`src/rtl/mcpwm_ram.sv`:
```
`timescale 1ns / 1ps
`default_nettype none
// ----------------------------------------------------------------------------
// mcpwm_ram
// Generic single-port-write, single-port-read RAM with registered read data.
// ----------------------------------------------------------------------------
module mcpwm_ram #(
    parameter int WIDTH  = 8,
    parameter int DEPTH  = 16,
    parameter int ADDR_W = (DEPTH > 1) ? $clog2(DEPTH) : 1
) (
    input  wire logic              clk,
    input  wire logic              we,
    input  wire logic [ADDR_W-1:0] waddr,
    input  wire logic [WIDTH-1:0]  wdata,
    input  wire logic [ADDR_W-1:0] raddr,
    output logic      [WIDTH-1:0]  rdata
);

    logic [WIDTH-1:0] mem [DEPTH];

    // write port
    always_ff @(posedge clk)
    begin
        if (we)
        begin
            mem[waddr] <= wdata;
        end
    end

    // registered read port
    always_ff @(posedge clk)
    begin
        rdata <= mem[raddr];
    end

endmodule
`default_nettype wire

```
`config.mk`:
```
export PLATFORM = sky130hd
export DESIGN_NAME = mcpwm_ram
export DESIGN_NICKNAME = d
export VERILOG_FILES = /design/src/rtl/mcpwm_ram.sv
export SDC_FILE = /design/constraint.sdc
export NUM_CORES = 1
export LEC_CHECK = 0
export ABC_AREA = 0
export BUFFER_PORTS_ARGS = -buffer_cell sky130_fd_sc_hd__buf_2
export CAP_MARGIN = 10
export CORE_MARGIN = 2
export CORE_UTILIZATION = 57
export CTS_BUF_LIST = sky130_fd_sc_hd__clkbuf_4 sky130_fd_sc_hd__clkbuf_8
export DETAILED_ROUTE_END_ITERATION = 7
export PLACE_DENSITY = 0.78
export SYNTH_ARGS = -nofsm -noshare
export SYNTH_HDL_FRONTEND = slang
export SYNTH_SLANG_ARGS = --single-unit
```
`constraint.sdc`:
```
create_clock -name clk -period 1.8 [get_ports clk]
set_input_delay 0.27 -clock clk [delete_from_list [all_inputs] [get_ports clk]]
set_output_delay 0.27 -clock clk [all_outputs]
set_load 0.005 [all_outputs]
```
==> reports/results.tsv <==
stage	metric	value	unit
run_status	outcome	finished clean	
timing	tightest_slew	0.398	ns
yosys	netlist_instances	229	
clock_network	cts.sinks	136	
timing	period_minus_slack	1.36	ns
placed_design	io_buffer_count	25	
placed_design	dp_slack	0.0805	ns
placed_design	gp_congestion	0.819	
critical_path	cp-start-kind	register	
drt	drc	0	
drt	drtAntennaViolNets	0	
final_layout	antenna_cells	0	
clock_network	h-tree-depth	4	
yosys	synth_area_leader_cell	edfxtp_1	
pwr	switching_share	20.1	%
critical_path	crit_fanout	1	
clock_network	cts_buffer_depth	2	
final_layout	register_area	4000	um^2
final_layout	instances_no_fill	406	
global_route	grt_usage	20.8	%
pwr	p_sw	1.31	mW
global_route	grt_pass1_vias	2551	
floorplan	dieArea	9810	um^2
critical_path	cpMaxStageDelayCell	mux4_1	
job	maxCapViolCount	0	
floorplan	dieWidth	99.0	um
timing	hold_viol	0	
floorplan	die_h	99.0	um
critical_path	cp_num_buf_inv	0	
pwr	p_int	5.19	mW
critical_path	cp_data_arrival_time	1.68	ns
final_layout	multi_input_area	1060	um^2
pwr	pwr-share-comb	5.1	%
worst_hold_path	hp-class	input pin to register	
yosys	syn_nets	247	
drt	wl_per_cell	22.9	um
clock_network	cts_resized	0	
global_route	grt_pass1_wl	14300	um
placed_design	dpl.hpwl	6110	um
pwr	leakagePower	2.03	nW
timing	slew_headroom	73.5	%
critical_path	crit_family	multiplexers	
timing	fin_tns_setup	0	ns
critical_path	critPathKind	register to register	
drt	drtIter0Drc	232	
critical_path	path_cells	mux4_1 > a22oi_1 > nand2_1	
yosys	synth_cell_types	19	
final_layout	final_area	5950	um^2
final_layout	n_fill_cell	531	
global_route	antenna_found_initial	0	
pwr	peakVddDrop	0.450	mV
timing	finalCritPeriodShare	75.7	%
pwr	power.share.sequential	54.7	%
yosys	yosysSeqAreaShare	77.8	%
critical_path	worst_path_largest_cell_delay	0.51	ns
floorplan	core	8720	um^2
drt	wl	9280	um
clock_network	cts_tree	done	
critical_path	worst_ep_required_time	2.12	ns
yosys	ys_warn_count	0	
placed_design	dpl.cell_count	374	
timing	layout_setup_ws	0.437	ns
timing	setup_violations	0	
timing	max_freq	734	MHz
yosys	synth_area	5150	um^2
floorplan	io_pins	26	
floorplan	num_rows	34	
final_layout	drive_above_1_share	32.2	%
floorplan	initial_utilization	59.0	%
timing	slew_viol_final	0	
critical_path	cp-end-kind	register	
clock_network	numCtsBuffers	17	
pwr	total_power	6.50	mW
pwr	clkPwrFrac	40.2	%
clock_network	clk_pin_slew_worst_paths	0.08	ns
timing	skew	0.00726	ns
final_layout	final_nets	303	
yosys	syn_avg_cell_area	22.5	um^2
global_route	grt_overflow	0	
final_layout	area_growth_syn_to_layout	15.5	%
clock_network	cts_setup_buffers	0	
timing	rsz0062_at_grt	no	
global_route	grt_max_degree	33	
yosys	yosysTopAreaCellShare	74.7	%
yosys	yosys-top-cells-area	edfxtp_1, mux4_2, mux4_1	
yosys	ys_ff_latch	136	
clock_network	cts-root-buf	clkbuf_8	
clock_network	clk_latency	0.43	ns
drt	drt-vias-per-instance	6.07	
clock_network	cts_hold_buf	0	
drt	firstDrtPassIters	4	
drt	vias	2463	
placed_design	dpl_cell_area	5520	um^2
pwr	power_density	1090	nW/um^2
==> power by group through the flow <==
stage          sequential (mW)  clock [mW]  combinational [mW]
6_report                  3.56        2.61               0.330
5_1_grt                   3.56        2.78               0.358
4_1_cts                   3.56        2.65               0.335
3_5_place_dp              3.63           0               0.332
3_3_place_gp              3.62           0               0.321
2_1_floorplan             3.62           0               0.180
==> flip-flops by register name (all words and copies together), names as in the netlist <==
signal	count
mem	128
rdata	8
==> cell type report <==
cell class / count / area share, %
Sequential cell: 136 / 67.3
Multi-Input combinational cell: 83 / 17.8
Timing Repair Buffer: 47 / 5.51
Clock buffer: 18 / 4.06
Clock inverter: 14 / 3.05
Tap cell: 108 / 2.27
==> final timing paths <==
check / startpoint / endpoint / slack, ns / cells after the start
worst max register to register: mem[2][5] / rdata[5] / 0.44 / 3
worst max-delay path: mem[2][5] / rdata[5] / 0.44 / 3
worst min register to register: mem[14][4] / rdata[4] / 0.68 / 3
worst min-delay path: wdata[5] / mem[5][5] / 0.23 / 1
==> cells in the mapped netlist, drive strengths merged <==
| master | count |
|---|---|
| dfxtp | 8 |
| and2b | 1 |
| nand3b | 2 |
| nor3 | 4 |
| or3b | 1 |
| nor2b | 1 |
| mux4 | 32 |
| edfxtp | 128 |
| a22oi | 16 |
| nand2b | 2 |
| nand2 | 9 |
| clkdlybuf4s25 | 3 |
| buf | 7 |
| nor2 | 13 |
| nand3 | 1 |
| and2 | 1 |
==> kinds of logic (layout without fill, tap and decap cells) <==
family / after synthesis / in the layout / share of synthesized area, %
buffers and inverters: 10 / 79 / 1.68
DFF: 136 / 136 / 77.8
AOI/OAI and AO/OA: 16 / 16 / 2.33
and+or+nand+nor: 35 / 35 / 3.18
muxes: 32 / 32 / 15.0
==> cell usage in the layout, fill, tap and decap left out, drive strengths merged, types with 2 or more instances in the layout <==
master,instances
mux4,32
nand2,9
a22oi,16
nor3,4
bufinv,4
clkinv,6
clkinvlp,4
nand3b,2
edfxtp,128
dfxtp,8
clkbuf,18
nand2b,2
buf,47
nor2,13
==> stage by stage <==
| stage | utilization [%] | hold WS [ns] |
|---|---|---|
| final | 68.2 | 0.225 |
| after global routing | 68.2 | 0.201 |
| after CTS | 68.2 | 0.198 |
| after detailed placement | 63.3 | 0.646 |
| after global placement | 63.3 | 0.650 |
| after floorplan | - | 0.369 |
==> routing by layer <==
layer | track usage, % | part of all wire [%] | up-vias
li1 | - | - | 1087
met1 | 27.7 | 40 | 1247
met2 | 33.1 | 52 | 123
met3 | 7.59 | 7.2 | 6
met4 | 5.69 | 0.74 | 0
met5 | 0 | 0 | -
(Power assumes the default switching activity.)
