## config.mk

```make
export PLATFORM = sky130hd
export DESIGN_NAME = mcpwm_div
export DESIGN_NICKNAME = d
export VERILOG_FILES = /design/src/rtl/mcpwm_div.sv
export SDC_FILE = /design/constraint.sdc
export NUM_CORES = 1
export LEC_CHECK = 0
export BUFFER_PORTS_ARGS = -buffer_cell sky130_fd_sc_hd__buf_4
export CORE_AREA = 2 2 95 97
export CTS_CLUSTER_SIZE = 28
export DETAILED_ROUTE_END_ITERATION = 10
export DIE_AREA = 0 0 97 99
export PLACE_DENSITY = 0.6
export SLEW_MARGIN = 0
export SYNTH_ARGS = -nofsm -noshare
export SYNTH_HDL_FRONTEND = slang
export SYNTH_SLANG_ARGS = --single-unit
```

## constraint.sdc

```tcl
create_clock -name clk -period 2.95 [get_ports clk]
set_input_delay 0.1475 -clock clk [delete_from_list [all_inputs] [get_ports clk]]
set_output_delay 0.1475 -clock clk [all_outputs]
set_load 0.03 [all_outputs]
```

## src/rtl/mcpwm_div.sv

```systemverilog
`timescale 1ns / 1ps
`default_nettype none
// ----------------------------------------------------------------------------
// mcpwm_div
// Iterative restoring divider, one quotient bit per cycle; done pulses for
// one cycle once the quotient is final.
// ----------------------------------------------------------------------------
module mcpwm_div #(
    parameter int NUM_W = 28,
    parameter int DEN_W = 16
) (
    input  wire logic             clk,
    input  wire logic             rst_n,
    input  wire logic             start,
    input  wire logic [NUM_W-1:0] numer,
    input  wire logic [DEN_W-1:0] denom,
    output logic                  done,
    output logic      [NUM_W-1:0] quot
);

    localparam int CNT_W = $clog2(NUM_W + 1);

    logic [DEN_W:0]   rem_reg;
    logic [NUM_W-1:0] quot_reg;
    logic [DEN_W-1:0] den_reg;
    logic [CNT_W-1:0] cnt_reg;
    logic             run_reg;
    logic             done_reg;

    logic [DEN_W:0]   shifted;
    logic             ge;
    logic [DEN_W:0]   rem_next;

    // one shift-subtract step
    always_comb
    begin
        shifted  = {rem_reg[DEN_W-1:0], quot_reg[NUM_W-1]};
        ge       = (shifted >= {1'b0, den_reg});
        rem_next = ge ? (shifted - {1'b0, den_reg}) : shifted;
    end

    // iteration control
    always_ff @(posedge clk or negedge rst_n)
    begin
        if (!rst_n)
        begin
            run_reg  <= 1'b0;
            done_reg <= 1'b0;
            cnt_reg  <= '0;
        end
        else
        begin
            done_reg <= 1'b0;
            if (start)
            begin
                run_reg <= 1'b1;
                cnt_reg <= CNT_W'(NUM_W);
            end
            else if (run_reg)
            begin
                cnt_reg <= cnt_reg - 1'b1;
                if (cnt_reg == CNT_W'(1))
                begin
                    run_reg  <= 1'b0;
                    done_reg <= 1'b1;
                end
            end
        end
    end

    // datapath
    always_ff @(posedge clk)
    begin
        if (start)
        begin
            rem_reg  <= '0;
            quot_reg <= numer;
            den_reg  <= denom;
        end
        else if (run_reg)
        begin
            rem_reg  <= rem_next;
            quot_reg <= {quot_reg[NUM_W-2:0], ge};
        end
    end

    assign done = done_reg;
    assign quot = quot_reg;

endmodule
`default_nettype wire

```

==> results of run 1 <==
-- routing by layer --
metal  part of all wire  vias to the layer above
met5                  0                        -
met3              0.067                       10
met1               0.46                     1212
met2               0.46                       86
met4              0.020                        0
li1                   -                     1305
-- worst paths after layout --
path	from	end	slack, ps	cells past startpoint
min in group asynchronous	rst_n	done$_DFF_PN0_	140	2
hold / removal	numer[0]	quot[0]$_DFFE_PP_	80	3
setup reg to reg	quot[27]$_DFFE_PP_	rem_reg[10]$_SDFFE_PP0P_	480	10
setup / recovery	quot[27]$_DFFE_PP_	rem_reg[10]$_SDFFE_PP0P_	480	10
max in group asynchronous	rst_n	cnt_reg[2]$_DFFE_PN0P_	2680	2
hold reg to reg	rem_reg[15]$_SDFFE_PP0P_	rem_reg[15]$_SDFFE_PP0P_	490	2
-- synthesized netlist by cell type, drive strengths merged, types with 2 or more instances --
| cell type | instances |
|---|---|
| a21oi | 9 |
| inv | 21 |
| a21o | 6 |
| clkbuf | 6 |
| dfrtp | 7 |
| o21ai | 13 |
| a31oi | 2 |
| xnor2 | 10 |
| and3 | 2 |
| nand2 | 19 |
| o311ai | 3 |
| a21boi | 3 |
| or2b | 2 |
| a211oi | 5 |
| mux2 | 27 |
| or3 | 5 |
| xor2 | 6 |
| buf | 6 |
| nand2b | 10 |
| a32oi | 5 |
| nor3 | 3 |
| nor2 | 18 |
| mux2i | 4 |
| a221oi | 2 |
| nand3 | 13 |
| dfxtp | 16 |
| nor2b | 2 |
| ha | 18 |
| edfxtp | 44 |
-- per-stage QoR --
step	hold WS (ps)	power (W)	setup slack, ps	cell area, µm²
detailed placement	-34.3	0.00153	550	4180
global route	83.0	0.00248	238	4560
finish	78.8	0.00237	485	4560
floorplan	-148	0.00137	549	3500
global placement	-35.6	0.00153	639	4180
CTS	59.9	0.00240	532	4560
-- kinds of logic (layout without fill, tap and decap cells) --
logic type,after synthesis,after routing,share of synthesized area
and+or+nand+nor,79,79,0.115
DFF,67,67,0.519
AOI/OAI and AO/OA,56,56,0.114
buffers and inverters,33,136,0.0443
muxes,31,31,0.0982
adders and majority gates,19,19,0.0700
xor gates and xnor gates,16,16,0.0400
-- power groups by stage --
stage          registers [W]  logic, W  clock network [W]
2_1_floorplan        0.00121  0.000162                  0
3_3_place_gp         0.00113  0.000392                  0
3_5_place_dp         0.00114  0.000396                  0
4_1_cts              0.00112  0.000415           0.000864
5_1_grt              0.00113  0.000448           0.000902
6_report             0.00112  0.000413           0.000843
-- worst register-to-register path: cells and delay by family, from the launching register on --
kind	cells	cell delay (ps)
XOR/XNOR	1	110
AO/OA/AOI/OAI	3	690
adder cells (fa/ha/maj)	2	610
AND/OR/NAND/NOR	3	570
flip-flops	1	380
buffers and inverters	1	60
-- layout make-up --
type | count | area (µm²) | share of cell area
Sequential cell | 67 | 1820 | 0.398
Timing Repair Buffer | 99 | 786 | 0.172
Multi-Input combinational cell | 201 | 1530 | 0.335
Inverter | 21 | 78.8 | 0.0173
Clock buffer | 9 | 124 | 0.0271
Tap cell | 108 | 135 | 0.0296
Clock inverter | 7 | 92.6 | 0.0203
==> results.txt, run 1 <==
CP Capture Type: flip-flop
setup bufs post-CTS: 0
critical path's top delay family: compound AO/OA/AOI/OAI gates
CTS sink cnt: 67
Final Hold Viols: 0
HP Class: in2reg
worst skew pair latency: 350 ps
CP required: 3240 ps
Primary FF master, synth: edfxtp_1
power per cell area: 520 nW/µm²
synthesized flop and latch total: 67
post_cts resized: 0
P_leak: 1.98 nW
Fmax: 406 MHz
status: finished, final reports clean
crit path time final: 2470 ps
Final Slew Violations: 0
global-route wire length before repair: 13,000 µm
max_cap viols: 0
Post-synth EDFFs: 44
Unique masters post-synth: 53
commonest non-fill, non-tap cell in the layout: buf_4
fill cell total of the finished layout: 767
peak supply drop: 0.000288 V
Top Usage Layer GRT: met2
post-DP HPWL: 5520 µm
met2 usage: 0.272
CTS Buf Count: 9
Crit-path slowest cell: fa_1
Clock Tree Buf Depth: 2
Syn. warnings: 0
root buf cell: clkbuf_8
Final nets: 465
max reg flops: 28
Syn Inst Count: 301
sequential area share after synthesis: 0.519
Mapped Area: 3500 µm²
met3 GRT Util: 0.0496
cell row count: 34
actual slew at the worst max-slew pin: 547 ps
Yosys top cell area share: 0.377
Cells after DPL: 479
Setup Viol. Count Final: 0
final non-filler cell total: 512
Critical Path AT: 2750 ps
grt ovf: 0
Die Y: 99 µm
slew margin rel.: 0.635
Routed WL per cell: 15.2 µm
Clock Skews: 9.43 ps
width of the die: 97 µm
Final ANT Viol Nets: 0
startpoint types: flip-flop
ratio of cells with drive above 1 in the final layout: 0.327
met1 Use GR: 0.210
initial antenna violation count: 0
detailed router's first-iteration violation count: 71
die footprint: 9600 µm²
Post-route DRC: 0
area delta synth->final: 30.3%
most frequent cells in the layout: buf_4 (82), edfxtp_1 (44), mux2_2 (27)
switching share of power: 0.264
CTS H-tree depth: 3
core box area: 8550 µm²
Crit Path Max Fanout: 4
via/cell ratio: 5.10
syn avg cell area: 11.6 µm²
post-synth top area cell: edfxtp_1
max incr delay on CP: 390 ps
Final period util: 0.836
hold_buf cts: 17
Gate power share: 0.174
CTS tree: built
critical path cell sequence: inv_1 -> ha_1 -> fa_1 -> nand2b_1 -> a21oi_2 -> a31oi_1 -> o21ai_0 -> xnor2_1 -> or3_1 -> nand3_1
final design utilization: 0.534
# IOs: 76
Area contributors post-synth: edfxtp_1 (38%), dfxtp_1 (9.1%), mux2_2 (8.7%)
vias in the first global route: 2,736
setup_tns: 0 ps
clock slew at reported path FFs: 80 ps
Seq pwr share: 0.470
asr flop ratio synth: 0.104
Routed WL: 7760 µm
DRT Pass-1 Iters: 4
largest net degree at the start of global routing: 29
Post-Syn Nets: 367
Overall Global Routing Usage: 0.170
RSZ-0062 raised after global routing: false
Placer Congestion: 0.863
ANT cells: 0
kind of critical path: reg2reg
starting density of the core: 0.410
Clock power frac: 0.356
Power Internal: 0.00175 W
I/O Buffers: 75
vias post-DR: 2,613
Bufs and invs on worst path: 1
switching power: 0.000625 W
(Power assumes the default switching activity.)
==> inputs of run 2 (changes only) <==
==> constraint.sdc (replaced) <==
create_clock -name clk -period 2.3 [get_ports clk]
set_input_delay 0.115 -clock clk [delete_from_list [all_inputs] [get_ports clk]]
set_output_delay 0.115 -clock clk [all_outputs]
set_load 0.03 [all_outputs]
==> results.txt, run 2 (synthesis results as in run 1) <==
Final Slew Violations: 0 (unchanged)
die footprint: 9600 µm² (unchanged)
vias post-DR: 2,669 (+2.1%)
root buf cell: clkbuf_8
starting density of the core: 0.410 (unchanged)
CTS H-tree depth: 3 (unchanged)
Final Instance Area: 4730 µm² (+3.7%)
slew margin rel.: 0.714 (+0.0787)
# IOs: 76 (unchanged)
Gate power share: 0.199 (+0.025)
Setup Viol. Count Final: 0 (unchanged)
max incr delay on CP: 400 ps (about the same)
CTS Buf Count: 9 (unchanged)
startpoint types: flip-flop
CP required: 2580 ps (-660 ps)
Final ANT Viol Nets: 0 (unchanged)
switching power: 0.000815 W (+30%)
Crit-path slowest cell: ha_1
status: finished, final reports clean
FF-to-FF path depth: 9 (-1)
RR Endpoint: rem_reg[6]$_SDFFE_PP0P_
max reg flops: 28 (unchanged)
clock slew at reported path FFs: 80 ps (about the same)
power per cell area: 604 nW/µm² (+16%)
DRT Pass-1 Iters: 4 (unchanged)
most frequent cells in the layout: buf_4 (91), edfxtp_1 (44), mux2_2 (27)
post-DP HPWL: 5490 µm (-0.53%)
HP Class: in2reg
Crit Path Max Fanout: 13 (+9)
Min-Delay Startpoint: numer[13]
CTS sink cnt: 67 (unchanged)
Final period util: 0.959 (+0.123)
switching share of power: 0.285 (+0.0214)
Routed WL per cell: 14.7 µm (-2.9%)
global-route wire length before repair: 12,700 µm (-2.3%)
r2r startpoint: den_reg[11]$_DFFE_PP_
peak supply drop: 0.000429 V (+49%)
CP Capture Type: flip-flop
Final Hold Viols: 0 (unchanged)
area delta synth->final: 35.1%
cell row count: 34 (unchanged)
Clock power frac: 0.301 (-0.055)
commonest non-fill, non-tap cell in the layout: buf_4
Tot Pwr: 0.00286 W (+21%)
ratio of cells with drive above 1 in the final layout: 0.381 (+0.0540)
Seq pwr share: 0.500 (+0.030)
vias in the first global route: 2,738 (+0.073%)
Critical Path AT: 2490 ps (-260 ps)
via/cell ratio: 5.10 (about the same)
Clock Skews: 12.9 ps (+3.42 ps)
kind of critical path: reg2reg
Final nets: 476 (+2.4%)
Power Internal: 0.00204 W (+17%)
crit path time final: 2210 ps (-260 ps)
Post-DP Area: 4270 µm² (+2.1%)
actual slew at the worst max-slew pin: 429 ps (-118 ps)
worst skew pair latency: 350 ps (about the same)
grt ovf: 0 (unchanged)
width of the die: 97 µm (unchanged)
Placer Congestion: 0.877 (+1.6%)
Clock Tree Buf Depth: 2 (unchanged)
critical path cell sequence: inv_1 -> ha_1 -> nand2_1 -> o21ai_0 -> a311oi_1 -> a22o_1 -> buf_12 -> or3_1 -> nand3_1
flop2flop setup slack: 90 ps (-390 ps)
final design utilization: 0.553 (+0.0196)
detailed router's first-iteration violation count: 78 (+9.9%)
Fmax: 453 MHz (+12%)
initial antenna violation count: 0 (unchanged)
max_cap viols: 0 (unchanged)
Post-route DRC: 0 (unchanged)
Crit. Startpoint: den_reg[11]$_DFFE_PP_
CTS tree: built
fill cell total of the finished layout: 752 (-2.0%)
crit path to: rem_reg[6]$_SDFFE_PP0P_
Overall Global Routing Usage: 0.167 (-0.00318)
setup_tns: 0 ps (unchanged)
ANT cells: 0 (unchanged)
P_leak: 2.04 nW (+2.7%)
I/O Buffers: 75 (unchanged)
core box area: 8550 µm² (unchanged)
largest net degree at the start of global routing: 31 (+6.9%)
Die Y: 99 µm (unchanged)
Routed WL: 7700 µm (-0.79%)
==> run 2: cell types whose count changed in the layout (fill, tap and decap cells not counted), moves of 2 or more <==
cell and delta:
buf_4 +9, ha_1 -4, ha_4 +3, a21oi_1 -2
a221oi_1 -2, a221oi_2 +2, bufinv_16 -2
==> run 2: routing by layer <==
layer	global-route usage	wire, µm	vias to the layer above
met5	0	0	-
met4	0.0683	133	0
met3	0.0574	525	13
met2	0.265	3620	75
met1	0.208	3420	1258
li1	-	-	1323
==> run 2: what timing repair did <==
| action | CTS | global route |
|---|---|---|
| setup endpoints to repair | 2 | 15 |
| pin swaps | 0 | 4 |
| hold buffers | 17 | 0 |
| endpoints found under the hold margin | 23 | 0 |
| setup buffers | 0 | 4 |
| resized for setup | 1 | 15 |
==> run 2: how the worst min path moves through the flow <==
stage,depth (start not counted),slack (ps),endpoint
after global routing,2,50,quot[13]$_DFFE_PP_
after detailed placement,1,-70,cnt_reg[0]$_DFFE_PN0P_
after CTS,2,40,quot[15]$_DFFE_PP_
after floorplan,0,-180,cnt_reg[0]$_DFFE_PN0P_
final,2,60,quot[13]$_DFFE_PP_
after global placement,1,-70,cnt_reg[0]$_DFFE_PN0P_
==> run 2: power by group through the flow <==
stage	clock, W	sequential (W)	combinational, W
global route	0.000938	0.00144	0.000617
global placement	0	0.00145	0.000518
detailed placement	0	0.00145	0.000524
floorplan	0	0.00155	0.000218
CTS	0.000899	0.00143	0.000549
finish	0.000861	0.00143	0.000568
==> run 2: worst max-delay path, delay by kind of cell (launching register included) <==
family	cells	cell delay (ps)
AO/OA/AOI/OAI	3	610
adder cells (fa/ha/maj)	1	400
buffers and inverters	2	220
flip-flops	1	330
AND/OR/NAND/NOR	3	580
==> run 2: layout make-up <==
cell class	count	area, µm²	share of cell area
Sequential cell	67	1820	0.384
Multi-Input combinational cell	201	1650	0.348
Timing Repair Buffer	110	885	0.187
Tap cell	108	135	0.0286
Clock buffer	9	124	0.0262
Inverter	21	78.8	0.0167
Clock inverter	7	45.0	0.00952
==> run 2: metrics by stage <==
| step | worst slack (ps) | instances | hold slack (ps) |
|---|---|---|---|
| after floorplan | 11.2 | 301 | -181 |
| after global routing | -9.49 | 523 | 47.5 |
| after global placement | 68.7 | 486 | -67.0 |
| final | 94.3 | 523 | 61.5 |
| after CTS | 8.71 | 519 | 41.8 |
| after detailed placement | -10.5 | 486 | -66.3 |
